--- src/plbt_pkg.sv ---
// Shared types, constants and helpers for the prose block line terminator scanner.
// No dependencies; every other file in src imports this package.
package plbt_pkg;

    localparam int LINE_LIMIT_DEF = 512;
    localparam int CHAR_W         = 21;
    localparam int FENCE_W        = 8;
    localparam int KWI_W          = 3;
    localparam int APB_AW         = 3;
    localparam int APB_DW         = 32;

    // register index of keyword_select (paddr[2] selects the word)
    localparam logic REG_KEYWORD = 1'b0;

    localparam logic [CHAR_W-1:0] CH_TAB       = CHAR_W'(9);
    localparam logic [CHAR_W-1:0] CH_NEWLINE   = CHAR_W'(10);
    localparam logic [CHAR_W-1:0] CH_CR        = CHAR_W'(13);
    localparam logic [CHAR_W-1:0] CH_SPACE     = CHAR_W'(32);
    localparam logic [CHAR_W-1:0] CH_BACKTICK  = CHAR_W'(96);
    localparam logic [CHAR_W-1:0] CH_TILDE     = CHAR_W'(126);
    localparam logic [CHAR_W-1:0] CH_OPEN_BR   = CHAR_W'(123);
    localparam logic [CHAR_W-1:0] CH_CLOSE_BR  = CHAR_W'(125);
    localparam logic [CHAR_W-1:0] CH_UNDERSCORE = CHAR_W'(95);
    localparam int                FENCE_MIN    = 3;

    localparam logic [KWI_W-1:0] KLEN_EXAMPLE = KWI_W'(7);
    localparam logic [KWI_W-1:0] KLEN_TEST    = KWI_W'(4);

    typedef enum logic {
        REQ_CHAR = 1'b0,
        REQ_END  = 1'b1
    } req_t;

    typedef enum logic [1:0] {
        KIND_TEXT   = 2'd0,
        KIND_CLOSE  = 2'd1,
        KIND_HEADER = 2'd2,
        KIND_NONE   = 2'd3
    } kind_t;

    typedef enum logic [2:0] {
        CL_LEAD  = 3'b001,
        CL_BRACE = 3'b010,
        CL_OTHER = 3'b100
    } close_t;

    typedef enum logic [6:0] {
        HDR_LEAD  = 7'b0000001,
        HDR_KW    = 7'b0000010,
        HDR_GAP   = 7'b0000100,
        HDR_IDENT = 7'b0001000,
        HDR_TAIL  = 7'b0010000,
        HDR_OK    = 7'b0100000,
        HDR_FAIL  = 7'b1000000
    } hdr_t;

    typedef enum logic [3:0] {
        RUN_LEAD  = 4'b0001,
        RUN_IN    = 4'b0010,
        RUN_TAIL  = 4'b0100,
        RUN_OTHER = 4'b1000
    } run_t;

    // keyword letters: sel 0 "example", sel 1 "test"
    function automatic logic [CHAR_W-1:0] kw_char(input logic sel, input logic [KWI_W-1:0] idx);
        logic [7:0] ch;
        ch = 8'd0;
        if (!sel) begin
            unique case (idx)
                3'd0: ch = 8'h65;
                3'd1: ch = 8'h78;
                3'd2: ch = 8'h61;
                3'd3: ch = 8'h6d;
                3'd4: ch = 8'h70;
                3'd5: ch = 8'h6c;
                3'd6: ch = 8'h65;
                default: ch = 8'd0;
            endcase
        end else begin
            unique case (idx)
                3'd0: ch = 8'h74;
                3'd1: ch = 8'h65;
                3'd2: ch = 8'h73;
                3'd3: ch = 8'h74;
                default: ch = 8'd0;
            endcase
        end
        return CHAR_W'(ch);
    endfunction

    function automatic logic blank_code(input logic [CHAR_W-1:0] c);
        return (c == CH_SPACE) || (c == CH_TAB);
    endfunction

    function automatic logic ident_first(input logic [CHAR_W-1:0] c);
        return (c >= CHAR_W'(97) && c <= CHAR_W'(122))
            || (c >= CHAR_W'(65) && c <= CHAR_W'(90))
            || (c == CH_UNDERSCORE);
    endfunction

    function automatic logic ident_rest(input logic [CHAR_W-1:0] c);
        return ident_first(c) || (c >= CHAR_W'(48) && c <= CHAR_W'(57));
    endfunction

endpackage

--- src/plbt_in_if.sv ---
// Character channel of the line terminator scanner: valid/ready plus one character word.
// Depends on plbt_pkg for field widths.
interface plbt_in_if
    import plbt_pkg::*;
();
    logic              valid;
    logic              ready;
    logic              req_type;
    logic [CHAR_W-1:0] char_code;

    modport source (output valid, output req_type, output char_code, input ready);
    modport sink   (input valid, input req_type, input char_code, output ready);
endinterface

--- src/plbt_out_if.sv ---
// Line result channel of the line terminator scanner: valid/ready plus one result word.
// Depends on plbt_pkg.
interface plbt_out_if
    import plbt_pkg::*;
();
    logic       valid;
    logic       ready;
    logic [1:0] line_kind;
    logic       fence_open;
    logic       token_valid;
    logic       region_end;

    modport source (output valid, output line_kind, output fence_open, output token_valid,
                    output region_end, input ready);
    modport sink   (input valid, input line_kind, input fence_open, input token_valid,
                    input region_end, output ready);
endinterface

--- src/prose_block_line_terminator_scanner.sv ---
// Top level of the prose block line terminator scanner.
// Depends on plbt_pkg, plbt_in_if and plbt_out_if.
//
// Takes one character word per cycle on chars and returns one line word on lines for each
// newline and for each end-of-input word. A line word ends the region when the line is a lone
// close brace, a keyword header ("example" or "test" by keyword_select, then blanks, an
// identifier and an open brace), or when input ends; inside an open backtick or tilde fence
// only a matching closing fence is recognized. Characters past LINE_LIMIT on a line are
// ignored. A newline or end word passes through the input register and then the result register
// before its line word is presented on lines, and a new character is taken every cycle while
// lines keeps up; chars.ready drops only when the result register is full and stalled.
// keyword_select is at byte address 0 of the APB port and resets to 0.
module prose_block_line_terminator_scanner
    import plbt_pkg::*;
#(
    parameter int LINE_LIMIT = LINE_LIMIT_DEF
) (
    input  logic              clk,
    input  logic              rst_n,
    plbt_in_if.sink           chars,
    plbt_out_if.source        lines,
    input  logic              psel,
    input  logic              penable,
    input  logic              pwrite,
    input  logic [APB_AW-1:0] paddr,
    input  logic [APB_DW-1:0] pwdata,
    output logic [APB_DW-1:0] prdata,
    output logic              pready
);

    localparam int CW = $clog2(LINE_LIMIT + 1);
    // run length must hold both a full line and a fence length
    localparam int RW = (CW > FENCE_W) ? CW : FENCE_W;

    // configuration
    logic keyword_select_reg;

    // input register
    logic              stg_valid_reg;
    logic              stg_req_reg;
    logic [CHAR_W-1:0] stg_char_reg;

    // line state
    logic [CW-1:0]      line_count_reg, line_count_next;
    logic               line_open_reg, line_open_next;
    close_t             close_reg, close_next;
    hdr_t               hdr_reg, hdr_next;
    logic [KWI_W-1:0]   kwi_reg, kwi_next;
    run_t               run_reg, run_next;
    logic               run_tilde_reg, run_tilde_next;
    logic [RW-1:0]      run_len_reg, run_len_next;
    logic               fence_tilde_reg, fence_tilde_next;
    logic [FENCE_W-1:0] fence_size_reg, fence_size_next;
    logic               seen_text_reg, seen_text_next;

    // result register
    logic       out_valid_reg;
    kind_t      kind_reg, kind_next;
    logic       fence_open_reg;
    logic       token_valid_reg, token_valid_next;
    logic       region_end_reg, region_end_next;

    logic              c_blank, c_cr, is_nl, produce, do_classify, do_feed;
    logic              out_free, stage_fire;
    logic [CHAR_W-1:0] c;
    logic [KWI_W-1:0]  klen;
    logic [CHAR_W-1:0] fence_ch;
    logic              is_fence, closing;
    kind_t             cls_kind;

    assign pready = 1'b1;
    assign prdata = (paddr[2] == REG_KEYWORD) ? APB_DW'(keyword_select_reg) : '0;

    always_ff @(posedge clk or negedge rst_n)
    begin
        if (!rst_n)
        begin
            keyword_select_reg <= 1'b0;
        end
        else if (psel && penable && pwrite && pready && paddr[2] == REG_KEYWORD)
        begin
            keyword_select_reg <= pwdata[0];
        end
    end

    // handshake: the stage moves on when it makes no result or the result register frees up
    assign out_free    = !out_valid_reg || lines.ready;
    assign c           = stg_char_reg;
    assign is_nl       = (stg_req_reg == REQ_CHAR) && (c == CH_NEWLINE);
    assign produce     = (stg_req_reg == REQ_END) || is_nl;
    assign stage_fire  = stg_valid_reg && (!produce || out_free);
    assign chars.ready = !stg_valid_reg || stage_fire;

    always_ff @(posedge clk or negedge rst_n)
    begin
        if (!rst_n)
        begin
            stg_valid_reg <= 1'b0;
        end
        else if (chars.ready)
        begin
            stg_valid_reg <= chars.valid;
        end
    end

    always_ff @(posedge clk)
    begin
        if (chars.ready && chars.valid)
        begin
            stg_req_reg  <= chars.req_type;
            stg_char_reg <= chars.char_code;
        end
    end

    assign c_blank     = blank_code(c);
    assign c_cr        = (c == CH_CR);
    assign do_feed     = (stg_req_reg == REQ_CHAR) && !is_nl && (line_count_reg < CW'(LINE_LIMIT));
    assign do_classify = is_nl || ((stg_req_reg == REQ_END) && line_open_reg);
    assign klen        = keyword_select_reg ? KLEN_TEST : KLEN_EXAMPLE;
    assign fence_ch    = run_tilde_reg ? CH_TILDE : CH_BACKTICK;
    assign is_fence    = (run_len_reg >= RW'(FENCE_MIN));
    assign closing     = (run_reg == RUN_IN) || (run_reg == RUN_TAIL);

    always_comb
    begin
        line_count_next  = line_count_reg;
        line_open_next   = line_open_reg;
        close_next       = close_reg;
        hdr_next         = hdr_reg;
        kwi_next         = kwi_reg;
        run_next         = run_reg;
        run_tilde_next   = run_tilde_reg;
        run_len_next     = run_len_reg;
        fence_tilde_next = fence_tilde_reg;
        fence_size_next  = fence_size_reg;
        seen_text_next   = seen_text_reg;
        cls_kind         = KIND_TEXT;
        kind_next        = KIND_NONE;
        token_valid_next = 1'b0;
        region_end_next  = 1'b0;

        if (stg_req_reg == REQ_CHAR && !is_nl)
        begin
            line_open_next = 1'b1;
        end

        if (do_feed)
        begin
            line_count_next = line_count_reg + CW'(1);

            unique case (close_reg)
                CL_LEAD:
                begin
                    if (!c_blank)
                        close_next = (c == CH_CLOSE_BR) ? CL_BRACE : CL_OTHER;
                end
                CL_BRACE:
                begin
                    if (!c_blank && !c_cr)
                        close_next = CL_OTHER;
                end
                default: ;
            endcase

            unique case (hdr_reg)
                HDR_LEAD:
                begin
                    if (!c_blank)
                    begin
                        if (c == kw_char(keyword_select_reg, '0))
                        begin
                            hdr_next = HDR_KW;
                            kwi_next = KWI_W'(1);
                        end
                        else
                        begin
                            hdr_next = HDR_FAIL;
                        end
                    end
                end
                HDR_KW:
                begin
                    if (kwi_reg < klen)
                    begin
                        if (c == kw_char(keyword_select_reg, kwi_reg))
                            kwi_next = kwi_reg + KWI_W'(1);
                        else
                            hdr_next = HDR_FAIL;
                    end
                    else
                    begin
                        hdr_next = c_blank ? HDR_GAP : HDR_FAIL;
                    end
                end
                HDR_GAP:
                begin
                    if (!c_blank)
                        hdr_next = ident_first(c) ? HDR_IDENT : HDR_FAIL;
                end
                HDR_IDENT:
                begin
                    if (c_blank)
                        hdr_next = HDR_TAIL;
                    else if (c == CH_OPEN_BR)
                        hdr_next = HDR_OK;
                    else if (!ident_rest(c))
                        hdr_next = HDR_FAIL;
                end
                HDR_TAIL:
                begin
                    if (!c_blank)
                        hdr_next = (c == CH_OPEN_BR) ? HDR_OK : HDR_FAIL;
                end
                default: ;
            endcase

            unique case (run_reg)
                RUN_LEAD:
                begin
                    if (!c_blank)
                    begin
                        if (c == CH_BACKTICK || c == CH_TILDE)
                        begin
                            run_next       = RUN_IN;
                            run_tilde_next = (c == CH_TILDE);
                            run_len_next   = RW'(1);
                        end
                        else
                        begin
                            run_next = RUN_OTHER;
                        end
                    end
                end
                RUN_IN:
                begin
                    if (c == fence_ch)
                        run_len_next = run_len_reg + RW'(1);
                    else
                        run_next = (c_blank || c_cr) ? RUN_TAIL : RUN_OTHER;
                end
                RUN_TAIL:
                begin
                    if (!c_blank && !c_cr)
                        run_next = RUN_OTHER;
                end
                default: ;
            endcase
        end

        if (do_classify)
        begin
            if (fence_size_reg == '0)
            begin
                if (close_reg == CL_BRACE)
                begin
                    cls_kind = KIND_CLOSE;
                end
                else if (hdr_reg == HDR_OK)
                begin
                    cls_kind = KIND_HEADER;
                end
                else if (is_fence)
                begin
                    fence_tilde_next = run_tilde_reg;
                    fence_size_next  = run_len_reg[FENCE_W-1:0];
                end
            end
            else if (is_fence && closing && run_tilde_reg == fence_tilde_reg
                     && run_len_reg >= RW'(fence_size_reg))
            begin
                fence_size_next = '0;
            end
        end

        // clear the line at every result
        if (produce)
        begin
            line_count_next = '0;
            line_open_next  = 1'b0;
            close_next      = CL_LEAD;
            hdr_next        = HDR_LEAD;
            kwi_next        = '0;
            run_next        = RUN_LEAD;
            run_tilde_next  = 1'b0;
            run_len_next    = '0;

            if (stg_req_reg == REQ_END)
            begin
                kind_next        = do_classify ? cls_kind : KIND_NONE;
                region_end_next  = 1'b1;
                token_valid_next = seen_text_reg || (do_classify && cls_kind == KIND_TEXT);
                seen_text_next   = 1'b0;
            end
            else
            begin
                kind_next = cls_kind;
                if (cls_kind == KIND_TEXT)
                begin
                    seen_text_next = 1'b1;
                end
                else
                begin
                    region_end_next  = 1'b1;
                    token_valid_next = seen_text_reg;
                    seen_text_next   = 1'b0;
                end
            end
        end
    end

    always_ff @(posedge clk or negedge rst_n)
    begin
        if (!rst_n)
        begin
            line_count_reg  <= '0;
            line_open_reg   <= 1'b0;
            close_reg       <= CL_LEAD;
            hdr_reg         <= HDR_LEAD;
            kwi_reg         <= '0;
            run_reg         <= RUN_LEAD;
            run_tilde_reg   <= 1'b0;
            run_len_reg     <= '0;
            fence_tilde_reg <= 1'b0;
            fence_size_reg  <= '0;
            seen_text_reg   <= 1'b0;
        end
        else if (stage_fire)
        begin
            line_count_reg  <= line_count_next;
            line_open_reg   <= line_open_next;
            close_reg       <= close_next;
            hdr_reg         <= hdr_next;
            kwi_reg         <= kwi_next;
            run_reg         <= run_next;
            run_tilde_reg   <= run_tilde_next;
            run_len_reg     <= run_len_next;
            fence_tilde_reg <= fence_tilde_next;
            fence_size_reg  <= fence_size_next;
            seen_text_reg   <= seen_text_next;
        end
    end

    // result register: load a word on a producing step, drop it once taken
    always_ff @(posedge clk or negedge rst_n)
    begin
        if (!rst_n)
        begin
            out_valid_reg <= 1'b0;
        end
        else if (stage_fire && produce)
        begin
            out_valid_reg <= 1'b1;
        end
        else if (lines.ready)
        begin
            out_valid_reg <= 1'b0;
        end
    end

    always_ff @(posedge clk)
    begin
        if (stage_fire && produce)
        begin
            kind_reg        <= kind_next;
            fence_open_reg  <= (fence_size_next != '0);
            token_valid_reg <= token_valid_next;
            region_end_reg  <= region_end_next;
        end
    end

    assign lines.valid       = out_valid_reg;
    assign lines.line_kind   = kind_reg;
    assign lines.fence_open  = fence_open_reg;
    assign lines.token_valid = token_valid_reg;
    assign lines.region_end  = region_end_reg;

endmodule

--- src/flat_wrapper.sv ---
// flat-port wrapper written by rule: the top's interface ports become plain ports
module prose_block_line_terminator_scanner_flat import plbt_pkg::*;
#(
    parameter int LINE_LIMIT = LINE_LIMIT_DEF
)
  (clk, rst_n, psel, penable, pwrite, paddr, pwdata, prdata, pready, chars_valid, chars_req_type, chars_char_code, chars_ready, lines_valid, lines_line_kind, lines_fence_open, lines_token_valid, lines_region_end, lines_ready);
  plbt_in_if chars_i ();
  plbt_out_if lines_i ();
  input  logic clk;
  input  logic rst_n;
  input  logic psel;
  input  logic penable;
  input  logic pwrite;
  input  logic [APB_AW-1:0] paddr;
  input  logic [APB_DW-1:0] pwdata;
  output logic [APB_DW-1:0] prdata;
  output logic pready;
  input wire logic [$bits(chars_i.valid)-1:0] chars_valid;
  input wire logic [$bits(chars_i.req_type)-1:0] chars_req_type;
  input wire logic [$bits(chars_i.char_code)-1:0] chars_char_code;
  output wire logic [$bits(chars_i.ready)-1:0] chars_ready;
  output wire logic [$bits(lines_i.valid)-1:0] lines_valid;
  output wire logic [$bits(lines_i.line_kind)-1:0] lines_line_kind;
  output wire logic [$bits(lines_i.fence_open)-1:0] lines_fence_open;
  output wire logic [$bits(lines_i.token_valid)-1:0] lines_token_valid;
  output wire logic [$bits(lines_i.region_end)-1:0] lines_region_end;
  input wire logic [$bits(lines_i.ready)-1:0] lines_ready;
  assign chars_i.valid = chars_valid;
  assign chars_i.req_type = chars_req_type;
  assign chars_i.char_code = chars_char_code;
  assign chars_ready = chars_i.ready;
  assign lines_valid = lines_i.valid;
  assign lines_line_kind = lines_i.line_kind;
  assign lines_fence_open = lines_i.fence_open;
  assign lines_token_valid = lines_i.token_valid;
  assign lines_region_end = lines_i.region_end;
  assign lines_i.ready = lines_ready;
  prose_block_line_terminator_scanner #(.LINE_LIMIT(LINE_LIMIT)) u_core (.clk(clk), .rst_n(rst_n), .chars(chars_i), .lines(lines_i), .psel(psel), .penable(penable), .pwrite(pwrite), .paddr(paddr), .pwdata(pwdata), .prdata(prdata), .pready(pready));
endmodule
--- config.mk ---
export PLATFORM = sky130hd
export DESIGN_NAME = prose_block_line_terminator_scanner_flat
export DESIGN_NICKNAME = d
export VERILOG_FILES = /design/src/plbt_pkg.sv /design/src/plbt_in_if.sv /design/src/plbt_out_if.sv /design/src/prose_block_line_terminator_scanner.sv /design/src/flat_wrapper.sv
export SDC_FILE = /design/constraint.sdc
export NUM_CORES = 1
export LEC_CHECK = 0
export ABC_AREA = 1
export BUFFER_PORTS_ARGS = -buffer_cell sky130_fd_sc_hd__buf_2
export CELL_PAD_IN_SITES_DETAIL_PLACEMENT = 0
export CELL_PAD_IN_SITES_GLOBAL_PLACEMENT = 1
export CORE_UTILIZATION = 45
export CTS_BUF_LIST = sky130_fd_sc_hd__clkbuf_4
export CTS_CLUSTER_SIZE = 28
export DETAILED_ROUTE_END_ITERATION = 8
export PLACE_DENSITY = 0.92
export SLEW_MARGIN = 20
export SYNTH_ARGS = -nofsm -noshare
export SYNTH_HDL_FRONTEND = slang
export SYNTH_SLANG_ARGS = --single-unit
export TNS_END_PERCENT = 10
--- constraint.sdc ---
create_clock -name clk -period 3.7 [get_ports clk]
set_clock_uncertainty 0.1 [all_clocks]
set_input_delay 0 -clock clk [delete_from_list [all_inputs] [get_ports clk]]
set_output_delay 0 -clock clk [all_outputs]
set_load 0.01 [all_outputs]
==> results.yml <==
yosys:
  synthTopCellsByCount: "204 x nand2_1, 115 x nor2_1, 87 x nand3_1"
  syn-cell-area_um2: 5830
  async_flop_share: 0.658
  synth-edff-count: 27
  ys_types: 42
  synth_top_area_cell: "dfrtp_1"
  yosysSeqAreaShare: 0.363
  synth_cells: 816
  ys.warnings.count: 0
  synth_most_common_cell: "nand2_1"
  avgSynthCellArea_um2: 7.15
  synthTopCellsByArea: "dfrtp_1 21%, edfxtp_1 14%, nand2_1 13%"
  synth_flop_cell: "dfrtp_1"
  synth_top_area_frac: 0.210
  ys_seq_elements: 79
die:
  core_um2: 12600
  initial_core_util: 0.462
  die_y_um: 116
  rows: 41
  io_pins: 104
  die_area_um2: 13400
  die_w_um: 116
worst_setup_path:
  arrival_ps: 2640
  cp.required_ps: 3830
  critical_path_peak_fanout: 27
  reg2reg_to: "u_core.lines.fence_open"
  cp-end-kind: "flip-flop"
  worst_setup_path_start_kind: "flip-flop"
  reg2reg_slack_ps: 1190
  critPathKind: "flip-flop to flip-flop"
  rr_worst_depth: 12
  rr_startpoint: "u_core.c[0]"
routing:
  wl_per_cell_um: 12.7
  wl_um: 13400
  via_per_inst: 4.91
  drc: 0
  vias: 5185
  initialDrtViolationCount: 261
  top_layer_used: "met4"
  met3_length_um: 472
  drtAntennaViolNets: 0
  first_pass_iters: 5
  met2_length_um: 6280
  routedLengthMet1_um: 6380
power_and_ir_drop:
  power_density_nw_per_um2: 385
  finalPower_mw: 2.47
  p_leak_nw: 3.06
  peakVddDrop_mv: 0.211
clocking:
  cts_made_buffers: 9
  htreeDepth: 3
  cts_resized: 0
  insertion_delay_ps: 480
  clkTransAtPathRegs_ps: 160
  hold_buffers: 28
  cts_tree: "done"
  root_buffer: "clkbuf_4"
  postCtsSetupBuffers: 0
  clock-sinks: 79
  clk_path_buf_depth: 2
placed_design:
  placed_cell_area_um2: 6000
  io_buffers: 38
  dp_slack_ps: 1210
  gp_congestion: 0.916
  hpwl_um: 9800
final_layout:
  drive_above_1_share: 0.120
  area_delta_synth_final_pct: 10.0
  fin_nets: 959
  antenna_cells: 0
  stdcell_area_um2: 6420
  largest_reg_flops: 21
sta:
  timing.setup.tns_ps: 0
  final_max_slew_viol_count: 0
  period_needed_ps: 2510
  tightest_slew_ps: 764
  whs_ps: 32.9
  fmax_mhz: 399
  setup_viol: 0
  fin_ws_ps: 1190
  rsz0062_at_grt: "false"
  slew_headroom: 0.490
  hold_violations: 0
  fin_crit_sh: 0.678
global_routing:
  antenna_found_initial: 0
  grt.overflow.total: 0
  grt_pass1_wl_um: 22900
  grt_util_all_layers: 0.219
  grt_max_degree: 53
  grt_pass1_vias: 4847
run_status:
  status: "finished, final reports clean"
hold_path:
  min_path_type: "primary input to async pin"
job:
  drv_cap: 0
-- per-layer routing --
layer  vias to the layer above  track usage
met5                         -            0
met4                         0       0.0812
met3                        18       0.0340
met2                       118        0.361
met1                      2327        0.290
li1                       2722            -
-- cell families after synthesis --
kind of cell	count (synthesis)	synth area share
simple gates	499	0.399
buf+inv	143	0.125
flops	79	0.363
compound gates	68	0.0618
fa+ha+maj	17	0.0378
xor+xnor	8	0.0120
other cells	2	0.00129
-- power breakdown --
group | internal [mW] | leakage (nW) | switching (mW)
registers | 1.02 | 0.946 | 0.0919
clock network | 0.211 | 0.0742 | 0.328
logic | 0.288 | 2.04 | 0.530
-- per-stage QoR --
stage / std cells / util
6_report: 1055 / 0.509
3_3_place_gp: 1011 / 0.476
2_1_floorplan: 846 / -
4_1_cts: 1055 / 0.509
3_5_place_dp: 1011 / 0.476
5_1_grt: 1055 / 0.509
-- worst max-delay path: stages, from the launching register on --
cell and delay [ps]:
edfxtp_1 590, nor2_4 200, nand2_2 90, nor2_4 120
nand3_4 90, nand2_8 210, nand2_4 90, clkinv_2 150
nand3_2 200, nand2_1 150, nand2_1 60, nor2_1 130
nand2_1 60
-- worst max path at each step --
stage                       from                       to  slack (ps)  cells past startpoint
6_report             u_core.c[0]  u_core.lines.fence_open        1190                     12
5_1_grt        u_core.kwi_reg[2]        u_core.kwi_reg[2]         930                     16
4_1_cts              u_core.c[0]  u_core.lines.fence_open        1180                     12
3_5_place_dp         u_core.c[1]  u_core.lines.fence_open        1210                     13
3_3_place_gp         u_core.c[1]  u_core.lines.fence_open        1190                     13
2_1_floorplan        u_core.c[1]              u_core.c[0]        1490                     11
-- cells in the final DEF (no fill, tap or decap), types with 2 or more instances in the layout --
cell type	synthesis	final
inv_1	84	84
nor2_4	6	6
inv_2	8	8
nor2_2	11	11
nor2_1	115	115
dfstp_2	3	3
nand3b_1	3	3
xnor2_1	3	3
o21ai_0	24	24
nor4_1	4	4
edfxtp_1	27	27
or2_2	3	3
nand2_1	204	204
nand3_4	2	2
dlygate4sd3_1	0	28
nand2_2	2	2
dfrtp_1	49	49
inv_4	3	3
nand4_1	29	29
a21oi_1	17	17
nor3_1	19	19
ha_1	16	16
nand3_2	3	3
nand2_8	2	2
nand2_4	5	5
clkinv_2	2	4
clkbuf_4	0	10
conb_1	2	32
o21ai_1	19	19
buf_2	2	38
nand3_1	87	87
o31ai_1	5	5
xor2_1	5	5
-- area by class of cell --
class                   count  area, um^2
fillers                  1295        6200
clock buffers              10        75.1
well taps                 172         215
clock inverters             6        60.1
multi-input cells         624        3100
repair buffers             67         478
flip-flops and latches     79        2120
inverters                  97         374
Note: power is estimated with default switching activity, not from simulation.
